<file path="src/rtl/mqsb_pkg.sv">
// shared types, constants and helper functions for the multi-queue buffer
package mqsb_pkg;

    localparam int QUEUE_SLOTS = 8;
    localparam int STORE_DEPTH = 64;
    localparam int DATA_WIDTH  = 32;

    localparam int QSEL_W    = (QUEUE_SLOTS > 1) ? $clog2(QUEUE_SLOTS) : 1;
    localparam int ADDR_W    = $clog2(STORE_DEPTH);
    localparam int CNT_W     = $clog2(STORE_DEPTH + 1);
    localparam int NQE_W     = $clog2(QUEUE_SLOTS + 1);
    localparam int DIV_CNT_W = $clog2(CNT_W);

    // fixed field widths
    localparam int QIDX_W     = 3;
    localparam int NQ_W       = 4;
    localparam int SIZE_W     = 7;
    localparam int CFG_IDX_W  = 2;
    localparam int CFG_DATA_W = 7;

    localparam logic [NQ_W-1:0]   NQ_RESET   = NQ_W'(1);
    localparam logic [SIZE_W-1:0] SIZE_RESET = SIZE_W'(64);

    localparam logic [CFG_IDX_W-1:0] REG_NUM_QUEUES = CFG_IDX_W'(0);
    localparam logic [CFG_IDX_W-1:0] REG_ARRAY_SIZE = CFG_IDX_W'(1);

    typedef enum logic {
        FN_ENQ = 1'b0,
        FN_DEQ = 1'b1
    } t_func;

    typedef enum logic [1:0] {
        ST_OK        = 2'd0,
        ST_BAD_INDEX = 2'd1,
        ST_FULL      = 2'd2,
        ST_EMPTY     = 2'd3
    } t_status;

    typedef enum logic [2:0] {
        S_INIT,
        S_DIV,
        S_TOT,
        S_IDLE,
        S_EXEC,
        S_RESP
    } t_state;

    typedef struct packed {
        t_func                   func;
        logic [QIDX_W-1:0]       queue_index;
        logic signed [DATA_WIDTH-1:0] value;
    } t_cmd;

    typedef struct packed {
        t_status                 status;
        logic signed [DATA_WIDTH-1:0] data_out;
        logic                    all_full;
    } t_res;

    typedef struct packed {
        logic cfg_we;
        logic div_init;
        logic div_step;
        logic tot_load;
        logic cmd_load;
        logic exec;
    } t_dp_ctl;

    typedef struct packed {
        logic cfg_hit;
    } t_dp_sts;

    function automatic logic [NQE_W-1:0] eff_queues(input logic [NQ_W-1:0] n);
        if (n == '0) begin
            return NQE_W'(1);
        end else if (int'(n) > QUEUE_SLOTS) begin
            return NQE_W'(QUEUE_SLOTS);
        end else begin
            return NQE_W'(n);
        end
    endfunction

    function automatic logic [CNT_W-1:0] eff_size(input logic [SIZE_W-1:0] s);
        if (s == '0) begin
            return CNT_W'(1);
        end else if (int'(s) > STORE_DEPTH) begin
            return CNT_W'(STORE_DEPTH);
        end else begin
            return CNT_W'(s);
        end
    endfunction

endpackage

</file>
<file path="src/rtl/mqsb_ram.sv">
// generic single-port ram with registered read
module mqsb_ram #(
    parameter int WIDTH = 32,
    parameter int DEPTH = 64
) (
    input  logic                     i_clk,
    input  logic                     i_we,
    input  logic [$clog2(DEPTH)-1:0] i_addr,
    input  logic [WIDTH-1:0]         i_wdata,
    output logic [WIDTH-1:0]         o_rdata
);

    logic [WIDTH-1:0] r_mem [DEPTH];
    logic [WIDTH-1:0] r_rdata;

    always_ff @(posedge i_clk) begin
        if (i_we) begin
            r_mem[i_addr] <= i_wdata;
        end
        r_rdata <= r_mem[i_addr];
    end

    assign o_rdata = r_rdata;

endmodule

</file>
<file path="src/rtl/mqsb_ctrl.sv">
// controller state machine: capacity setup, command sequencing, result strobe
module mqsb_ctrl (
    input  logic              i_clk,
    input  logic              i_rst_n,
    input  logic              i_start,
    input  logic              i_cfg_valid,
    input  mqsb_pkg::t_dp_sts i_sts,
    output mqsb_pkg::t_dp_ctl o_ctl,
    output logic              o_busy,
    output logic              o_res_valid,
    output logic              o_cfg_ready
);
    import mqsb_pkg::*;

    localparam logic [DIV_CNT_W-1:0] DIV_LAST = DIV_CNT_W'(CNT_W - 1);

    t_state                r_state, n_state;
    logic [DIV_CNT_W-1:0]  r_div_cnt, n_div_cnt;

    always_ff @(posedge i_clk) begin
        if (!i_rst_n) begin
            r_state   <= S_INIT;
            r_div_cnt <= '0;
        end else begin
            r_state   <= n_state;
            r_div_cnt <= n_div_cnt;
        end
    end

    always_comb begin
        n_state     = r_state;
        n_div_cnt   = r_div_cnt;
        o_ctl       = '0;
        o_cfg_ready = (r_state == S_IDLE) && !i_start;
        o_busy      = (r_state != S_IDLE);
        o_res_valid = (r_state == S_RESP);
        o_ctl.cfg_we = i_cfg_valid && o_cfg_ready;
        unique case (r_state)
            S_INIT: begin
                o_ctl.div_init = 1'b1;
                n_div_cnt      = '0;
                n_state        = S_DIV;
            end
            S_DIV: begin
                o_ctl.div_step = 1'b1;
                if (r_div_cnt == DIV_LAST) begin
                    n_state = S_TOT;
                end else begin
                    n_div_cnt = r_div_cnt + DIV_CNT_W'(1);
                end
            end
            S_TOT: begin
                o_ctl.tot_load = 1'b1;
                n_state        = S_IDLE;
            end
            S_IDLE: begin
                priority if (i_sts.cfg_hit) begin
                    n_state = S_INIT;
                end else if (i_start) begin
                    o_ctl.cmd_load = 1'b1;
                    n_state        = S_EXEC;
                end else begin
                    n_state = S_IDLE;
                end
            end
            S_EXEC: begin
                o_ctl.exec = 1'b1;
                n_state    = S_RESP;
            end
            S_RESP: begin
                n_state = S_IDLE;
            end
            default: begin
                n_state = S_INIT;
            end
        endcase
    end

endmodule

</file>
<file path="src/rtl/mqsb_dp.sv">
// datapath: config registers, serial capacity divider, queue pointers, shared store
module mqsb_dp (
    input  logic                                i_clk,
    input  logic                                i_rst_n,
    input  mqsb_pkg::t_dp_ctl                   i_ctl,
    output mqsb_pkg::t_dp_sts                   o_sts,
    input  mqsb_pkg::t_cmd                      i_cmd,
    input  logic [mqsb_pkg::CFG_IDX_W-1:0]      i_cfg_index,
    input  logic [mqsb_pkg::CFG_DATA_W-1:0]     i_cfg_data,
    output mqsb_pkg::t_res                      o_res
);
    import mqsb_pkg::*;

    localparam int PROD_W = NQE_W + CNT_W;
    localparam int BASE_W = QSEL_W + CNT_W;

    // configuration
    logic [NQ_W-1:0]   r_num_queues;
    logic [SIZE_W-1:0] r_array_size;
    logic              w_cfg_nq, w_cfg_size;

    // capacity divider: r_quo starts as the dividend and ends as the capacity
    logic [NQE_W-1:0]  r_nq;
    logic [NQE_W-1:0]  r_rem;
    logic [CNT_W-1:0]  r_quo;
    logic [CNT_W-1:0]  r_cap_total;
    logic [NQE_W:0]    w_rem_sh, w_rem_sub;
    logic              w_ge;
    logic [PROD_W-1:0] w_prod;

    // queue state
    logic [ADDR_W-1:0] r_head [QUEUE_SLOTS];
    logic [ADDR_W-1:0] r_tail [QUEUE_SLOTS];
    logic [CNT_W-1:0]  r_fill [QUEUE_SLOTS];
    logic [CNT_W-1:0]  r_total;

    // command and result
    t_cmd              r_cmd;
    t_status           r_status, n_status;
    logic              r_deq_ok;
    logic              r_all_full;

    logic [QSEL_W-1:0] w_qsel;
    logic              w_bad;
    logic [CNT_W-1:0]  w_fill;
    logic [ADDR_W-1:0] w_head, w_tail, w_ptr, w_ptr_wrap;
    logic [CNT_W-1:0]  w_ptr_inc;
    logic [BASE_W-1:0] w_base, w_addr_full;
    logic [ADDR_W-1:0] w_addr;
    logic              w_we, w_ram_we;
    logic [CNT_W-1:0]  n_fill_q, n_total;
    logic [ADDR_W-1:0] n_head_q, n_tail_q;
    logic [DATA_WIDTH-1:0] w_rdata;

    assign w_cfg_nq    = i_ctl.cfg_we && (i_cfg_index == REG_NUM_QUEUES);
    assign w_cfg_size  = i_ctl.cfg_we && (i_cfg_index == REG_ARRAY_SIZE);
    assign o_sts.cfg_hit = w_cfg_nq || w_cfg_size;

    // one restoring-division step per cycle
    assign w_rem_sh  = {r_rem, r_quo[CNT_W-1]};
    assign w_rem_sub = w_rem_sh - {1'b0, r_nq};
    assign w_ge      = (w_rem_sh >= {1'b0, r_nq});
    assign w_prod    = PROD_W'(r_nq) * PROD_W'(r_quo);

    // selected queue and its slot address
    assign w_qsel      = QSEL_W'(r_cmd.queue_index);
    assign w_bad       = int'(r_cmd.queue_index) >= int'(r_nq);
    assign w_fill      = r_fill[w_qsel];
    assign w_head      = r_head[w_qsel];
    assign w_tail      = r_tail[w_qsel];
    assign w_ptr       = (r_cmd.func == FN_ENQ) ? w_tail : w_head;
    assign w_base      = BASE_W'(w_qsel) * BASE_W'(r_quo);
    assign w_addr_full = w_base + BASE_W'(w_ptr);
    assign w_addr      = w_addr_full[ADDR_W-1:0];
    assign w_ptr_inc   = CNT_W'(w_ptr) + CNT_W'(1);
    assign w_ptr_wrap  = (w_ptr_inc >= r_quo) ? '0 : w_ptr_inc[ADDR_W-1:0];

    always_comb begin
        n_status = ST_OK;
        w_we     = 1'b0;
        n_fill_q = w_fill;
        n_head_q = w_head;
        n_tail_q = w_tail;
        n_total  = r_total;
        priority if (w_bad) begin
            n_status = ST_BAD_INDEX;
        end else if (r_cmd.func == FN_ENQ) begin
            if (w_fill >= r_quo) begin
                n_status = ST_FULL;
            end else begin
                w_we     = 1'b1;
                n_tail_q = w_ptr_wrap;
                n_fill_q = w_fill + CNT_W'(1);
                n_total  = r_total + CNT_W'(1);
            end
        end else begin
            if (w_fill == '0) begin
                n_status = ST_EMPTY;
            end else begin
                n_fill_q = w_fill - CNT_W'(1);
                n_total  = r_total - CNT_W'(1);
                // draining a queue rewinds both pointers
                if (w_fill == CNT_W'(1)) begin
                    n_head_q = '0;
                    n_tail_q = '0;
                end else begin
                    n_head_q = w_ptr_wrap;
                end
            end
        end
    end

    assign w_ram_we = i_ctl.exec && w_we;

    mqsb_ram #(
        .WIDTH (DATA_WIDTH),
        .DEPTH (STORE_DEPTH)
    ) u_ram (
        .i_clk   (i_clk),
        .i_we    (w_ram_we),
        .i_addr  (w_addr),
        .i_wdata (r_cmd.value),
        .o_rdata (w_rdata)
    );

    // control state: config and queue bookkeeping
    always_ff @(posedge i_clk) begin
        if (!i_rst_n) begin
            r_num_queues <= NQ_RESET;
            r_array_size <= SIZE_RESET;
            r_total      <= '0;
            for (int i = 0; i < QUEUE_SLOTS; i++) begin
                r_head[i] <= '0;
                r_tail[i] <= '0;
                r_fill[i] <= '0;
            end
        end else begin
            if (w_cfg_nq) begin
                r_num_queues <= i_cfg_data[NQ_W-1:0];
            end
            if (w_cfg_size) begin
                r_array_size <= i_cfg_data[SIZE_W-1:0];
            end
            if (o_sts.cfg_hit) begin
                r_total <= '0;
                for (int i = 0; i < QUEUE_SLOTS; i++) begin
                    r_head[i] <= '0;
                    r_tail[i] <= '0;
                    r_fill[i] <= '0;
                end
            end else if (i_ctl.exec && (n_status == ST_OK)) begin
                r_fill[w_qsel] <= n_fill_q;
                r_head[w_qsel] <= n_head_q;
                r_tail[w_qsel] <= n_tail_q;
                r_total        <= n_total;
            end
        end
    end

    // payload registers
    always_ff @(posedge i_clk) begin
        if (i_ctl.div_init) begin
            r_nq  <= eff_queues(r_num_queues);
            r_quo <= eff_size(r_array_size);
            r_rem <= '0;
        end else if (i_ctl.div_step) begin
            r_rem <= w_ge ? w_rem_sub[NQE_W-1:0] : w_rem_sh[NQE_W-1:0];
            r_quo <= {r_quo[CNT_W-2:0], w_ge};
        end
        if (i_ctl.tot_load) begin
            r_cap_total <= w_prod[CNT_W-1:0];
        end
        if (i_ctl.cmd_load) begin
            r_cmd <= i_cmd;
        end
        if (i_ctl.exec) begin
            r_status   <= n_status;
            r_deq_ok   <= (n_status == ST_OK) && (r_cmd.func == FN_DEQ);
            r_all_full <= (n_total == r_cap_total);
        end
    end

    assign o_res.status   = r_status;
    assign o_res.data_out = r_deq_ok ? w_rdata : '0;
    assign o_res.all_full = r_all_full;

endmodule

</file>
<file path="src/rtl/multi_queue_shared_buffer_top.sv">
// top level of the multi-queue shared buffer: controller plus datapath
// the result strobe follows acceptance of start via the execute and respond states
// a new transaction is taken only once the last has passed accept, execute, respond
// reset and every write to a known register clear all queues and run a serial
//   capacity divider: busy stays high through the load, the 7 steps and the total
// results are shown for one cycle only; the receiver cannot stall them
module multi_queue_shared_buffer_top (
    input  logic                            i_clk,
    input  logic                            i_rst_n,
    // command channel
    input  logic                            start,
    output logic                            busy,
    input  mqsb_pkg::t_cmd                  i_cmd,
    // result channel
    output logic                            o_res_valid,
    output mqsb_pkg::t_res                  o_res,
    // configuration write channel
    input  logic                            i_cfg_valid,
    output logic                            o_cfg_ready,
    input  logic [mqsb_pkg::CFG_IDX_W-1:0]  i_cfg_index,
    input  logic [mqsb_pkg::CFG_DATA_W-1:0] i_cfg_data
);
    import mqsb_pkg::*;

    // command and status between controller and datapath
    t_dp_ctl w_ctl;
    t_dp_sts w_sts;

    // controller: sequences capacity setup after reset or config,
    // then steps each transaction through execute and respond
    mqsb_ctrl u_ctrl (
        .i_clk       (i_clk),
        .i_rst_n     (i_rst_n),
        .i_start     (start),
        .i_cfg_valid (i_cfg_valid),
        .i_sts       (w_sts),
        .o_ctl       (w_ctl),
        .o_busy      (busy),
        .o_res_valid (o_res_valid),
        .o_cfg_ready (o_cfg_ready)
    );

    // datapath: config registers, per-queue head/tail/fill, running total,
    // and the shared store split into equal partitions
    mqsb_dp u_dp (
        .i_clk       (i_clk),
        .i_rst_n     (i_rst_n),
        .i_ctl       (w_ctl),
        .o_sts       (w_sts),
        .i_cmd       (i_cmd),
        .i_cfg_index (i_cfg_index),
        .i_cfg_data  (i_cfg_data),
        .o_res       (o_res)
    );

endmodule

</file>
<file path="config.mk">
export PLATFORM = sky130hd
export DESIGN_NAME = multi_queue_shared_buffer_top
export DESIGN_NICKNAME = d
export VERILOG_FILES = /design/src/rtl/mqsb_pkg.sv /design/src/rtl/mqsb_ram.sv /design/src/rtl/mqsb_ctrl.sv /design/src/rtl/mqsb_dp.sv /design/src/rtl/multi_queue_shared_buffer_top.sv
export SDC_FILE = /design/constraint.sdc
export NUM_CORES = 2
export LEC_CHECK = 0
export ABC_AREA = 1
export ABC_CLOCK_PERIOD_IN_PS = 5400
export BUFFER_PORTS_ARGS = -buffer_cell sky130_fd_sc_hd__buf_2
export CAP_MARGIN = 20
export CORE_ASPECT_RATIO = 0.6
export CORE_MARGIN = 5
export CORE_UTILIZATION = 45
export DETAILED_ROUTE_END_ITERATION = 12
export REMOVE_ABC_BUFFERS = 1
export SETUP_SLACK_MARGIN = 0.05
export SYNTH_ARGS = -nofsm -noshare
export SYNTH_HDL_FRONTEND = slang
export SYNTH_SLANG_ARGS = --single-unit
</file>
<file path="constraint.sdc">
create_clock -name i_clk -period 5.4 [get_ports i_clk]
set_input_delay 0.54 -clock i_clk [delete_from_list [all_inputs] [get_ports i_clk]]
set_output_delay 0.54 -clock i_clk [all_outputs]
set_load 0.01 [all_outputs]
</file>
==> impl_metrics.env <==
export IMPL_fillers=16303
export IMPL_fp_dieArea_um2=209000
export IMPL_powerDensity_nw_per_um2=589
export IMPL_route_detailed_drc=0
export IMPL_synthDistinctLibCells=57
export IMPL_worstMarginPinSlew_ns=1.11
export IMPL_fmax_mhz=195
export IMPL_slowest_stage="a21oi_1"
export IMPL_ant_nets=0
export IMPL_finalCriticalPeriod_ns=5.14
export IMPL_holdPathEnd="u_dp.r_num_queues[3]$_SDFFE_PN0P_"
export IMPL_slowest_delay_ns=0.65
export IMPL_dieWidth_um=587
export IMPL_ys_seq_area_share_pct=76.9
export IMPL_reg2reg_slack_ns=0.26
export IMPL_clk_pin_slew_ns=0.07
export IMPL_syn_inst=6432
export IMPL_status="finished, final reports clean"
export IMPL_whs_path_depth=3
export IMPL_first_iter_violations=9041
export IMPL_synth_main_ff_cell="edfxtp_1"
export IMPL_placed_area_um2=97800
export IMPL_cpMostUsedCell="nand2_1"
export IMPL_worstPathMaxFanout=50
export IMPL_port_buffers=86
export IMPL_routed_wl_um=295000
export IMPL_clockBufferDepth=4
export IMPL_maxSlewViolCount=0
export IMPL_area_growth_pct=17.0
export IMPL_pre_cts_ws_ns=-0.162
export IMPL_num_rows=127
export IMPL_drive_above_1_share_pct=14.2
export IMPL_cp_end_kind="flop"
export IMPL_synth_edf_count=2258
export IMPL_met2_usage_pct=37.4
export IMPL_maxSlewHeadroom_pct=26.1
export IMPL_crit_chain="buf_4 -> nor2_1 -> nor2_1 -> o21ai_0 -> nand2_1 -> nand2_1 -> nand2_1 -> nand2_1 -> o21ai_2 -> fa_1 -> inv_1 -> fa_2 -> nand3_1 -> inv_8 -> buf_12 -> buf_4 -> a221oi_1 -> nand4_1 -> nand2_1 -> a21oi_1 -> o21ai_2 -> nand3_1"
export IMPL_routabilityCongestion=0.911
export IMPL_startpoint_type="flop"
export IMPL_grt_pass1_wl_um=412000
export IMPL_synth_area_leaders="edfxtp_1, nand2_1, a22oi_1, a221oi_1, nor2_1"
export IMPL_yosysTopAreaCell="edfxtp_1"
export IMPL_busiest_layer="met1"
export IMPL_ir_drop_mv=0.652
export IMPL_ioPinCount=87
export IMPL_skew_ns=0.0568
export IMPL_met1_usage_pct=42.3
export IMPL_htree_levels=4
export IMPL_detailedRoute_firstPassIterationCount=5
export IMPL_core_area_um2=199000
export IMPL_post_synth_cell_area_avg_um2=14.0
export IMPL_cts_sinks=2321
export IMPL_fin_ws_ns=0.265
export IMPL_cap_violations=0
export IMPL_root_buffer="clkbuf_16"
export IMPL_cts_made_buffers=212
export IMPL_clk_latency_ns=0.87
export IMPL_reg2reg_to="u_dp.u_ram.o_rdata[15]$_DFF_P_"
export IMPL_cp_required_ns=6.15
export IMPL_holdWs_ns=0.0688
export IMPL_min_from="i_rst_n"
export IMPL_synthesis_area_um2=89800
export IMPL_setup_viol=0
export IMPL_wl_per_cell_um=30.3
export IMPL_grt_overflow=0
export IMPL_p_leak_nw=36.7
export IMPL_reg2reg_depth=22
export IMPL_ys_ff_latch=2321
export IMPL_start_util_pct=45.1
export IMPL_grt_max_degree=65
export IMPL_rsz0062_at_grt="no"
export IMPL_hpwlAfterDp_um=182000
export IMPL_design_area_um2=105000
export IMPL_first_global_vias=54609
export IMPL_vias=58436
export IMPL_cts_tree="yes"
export IMPL_grt_total_usage_pct=27.5
export IMPL_async_flop_share_pct=0
export IMPL_via_per_inst=6.00
export IMPL_die_y_um=356
export IMPL_nNetsFinal=7027
export IMPL_crit_type="reg2reg"
export IMPL_yosysWarnings=0
export IMPL_grt_use_met3_pct=9.95
export IMPL_critPathArrivalTime_ns=5.89
export IMPL_yosys_area_top_type_share_pct=75.5
export IMPL_hold_violations=0
export IMPL_hold_path_class="in2reg"
export IMPL_antenna_found_initial=16
export IMPL_period_share_pct=95.1
==> cells by family after synthesis <==
family / count (synthesis) / share of synthesized area (%)
AO/OA/AOI/OAI: 1006 / 7.94
XOR/XNOR: 24 / 0.242
adder cells (fa/ha/maj): 59 / 0.948
buffers and inverters: 685 / 3.02
flip-flops: 2321 / 76.9
AND/OR/NAND/NOR: 2337 / 10.9
==> how the worst max path moves through the flow <==
stage                     startpoint                                 to  slack [ns]
after floorplan                 flop  u_dp.u_ram.r_mem[33][0]$_DFFE_PP_       -7.98
after global placement          flop      u_dp.u_ram.o_rdata[3]$_DFF_P_       -0.40
after detailed placement        flop     u_dp.u_ram.o_rdata[31]$_DFF_P_       -0.16
after CTS                       flop     u_dp.u_ram.o_rdata[27]$_DFF_P_        0.06
after global routing            flop     u_dp.u_ram.o_rdata[28]$_DFF_P_        0.06
final                           flop     u_dp.u_ram.o_rdata[15]$_DFF_P_        0.26
==> cell type report <==
class	count	area (um^2)	area share, %
antenna	4	10.0	0.00953
clock buffer	277	5690	5.42
clock inverter	102	901	0.858
inverter	368	1470	1.40
multi-input combinational	3426	18600	17.7
sequential	2321	69100	65.7
tap	2644	3310	3.15
timing repair buffer	590	6010	5.72
==> metal layers <==
layer  wire length [um]  up-vias  part of all wire (%)
li1                   -    24715                     -
met1             125000    29442                    43
met2             119000     3884                    40
met3              43800      387                    15
met4               6040        8                   2.0
met5                126        -                 0.043
==> sequential cells by signal, indices dropped and copies added (netlist names), 4 cells and up, named ones only <==
name and cells:
u_dp.r_num_queues 4, u_dp.r_total 7, u_dp.r_rem 4, u_dp.u_ram.o_rdata 32
u_dp.r_array_size 7, u_dp.r_fill 56, u_dp.r_head 48, u_dp.r_tail 48
u_dp.u_ram.r_mem 2048, u_dp.r_nq 4, u_dp.r_cmd 33, u_dp.r_cap_total 7
u_dp.r_quo 7
==> synthesized netlist by cell type, types with 3 or more instances <==
cell / n
dfxtp_1: 63
o21a_1: 3
a22oi_1: 298
nand3_1: 96
a21oi_1: 146
buf_6: 9
ha_1: 44
o21ai_2: 8
nor2_1: 379
a22o_1: 78
nand2_2: 7
o21ai_1: 28
nor2_4: 7
inv_2: 29
buf_2: 21
o22ai_1: 18
buf_1: 49
nand2_4: 4
a211oi_1: 6
nor3_2: 4
a31oi_1: 22
clkbuf_1: 226
buf_4: 12
nor3_1: 13
a21o_1: 9
nand4_1: 223
o211ai_1: 14
or2_2: 4
xnor2_1: 8
inv_1: 334
clkinv_1: 4
edfxtp_1: 2258
o2111ai_1: 5
xor2_1: 15
and3_1: 25
o2bb2ai_1: 22
o21ai_0: 145
fa_1: 15
nand2_1: 1558
a221oi_1: 195
nor2_8: 4
==> timing repair <==
action | CTS | global route
setup endpoints to repair | 9 | 159
resized for setup | 11 | 26
gates cloned | 0 | 0
hold endpoints to repair | 49 | 0
hold buffers | 46 | 0
pin swaps | 0 | 3
setup buffers | 0 | 3
==> critical path: cells and delay by family (launching register included) <==
family          cells  cell delay (ns)
buf+inv             5             1.14
simple gates       10             1.23
fa+ha+maj           2             1.18
compound gates      5             1.09
flops               1             0.34
==> per-stage QoR <==
step | power (mW) | cells | TNS [ns] | utilization (%)
detailed placement | 46.2 | 9297 | -0.538 | 49.1
CTS | 60.9 | 9722 | 0 | 52.7
finish | 61.9 | 9732 | 0 | 52.8
global placement | 46.1 | 9289 | -1.88 | 49.1
floorplan | 31.7 | 6115 | - | -
global route | 64.0 | 9728 | 0 | 52.8
==> report_power, final <==
group	switching (mW)	total (mW)	internal, mW
clock	6.60	14.8	8.17
sequential	0.253	20.2	20.0
combinational	19.2	26.9	7.73
total	26.0	61.9	35.9
==> cells in the final DEF, fill, tap and decap left out, drive strengths merged, types with 2 or more instances in the layout <==
master       count
and3            25
buf            544
bufinv          17
o2111a           2
or2              4
a22o            78
nor2           392
nand3          100
dlygate4sd3     46
a22oi          298
xor2            15
a21o             9
a221oi         195
a31oi           23
xnor2            9
dfxtp           63
nand3b           2
inv            370
and2             3
a2bb2oi          2
a211oi           6
edfxtp        2258
diode            4
clkinv          79
clkbuf         277
ha              44
nor3            17
o21a             3
o2bb2ai         22
o2111ai          5
nand2         1569
nand4          224
fa              15
o211ai          14
o21ai          181
clkinvlp         4
a21oi          148
o22ai           18
(Power assumes the default switching activity.)
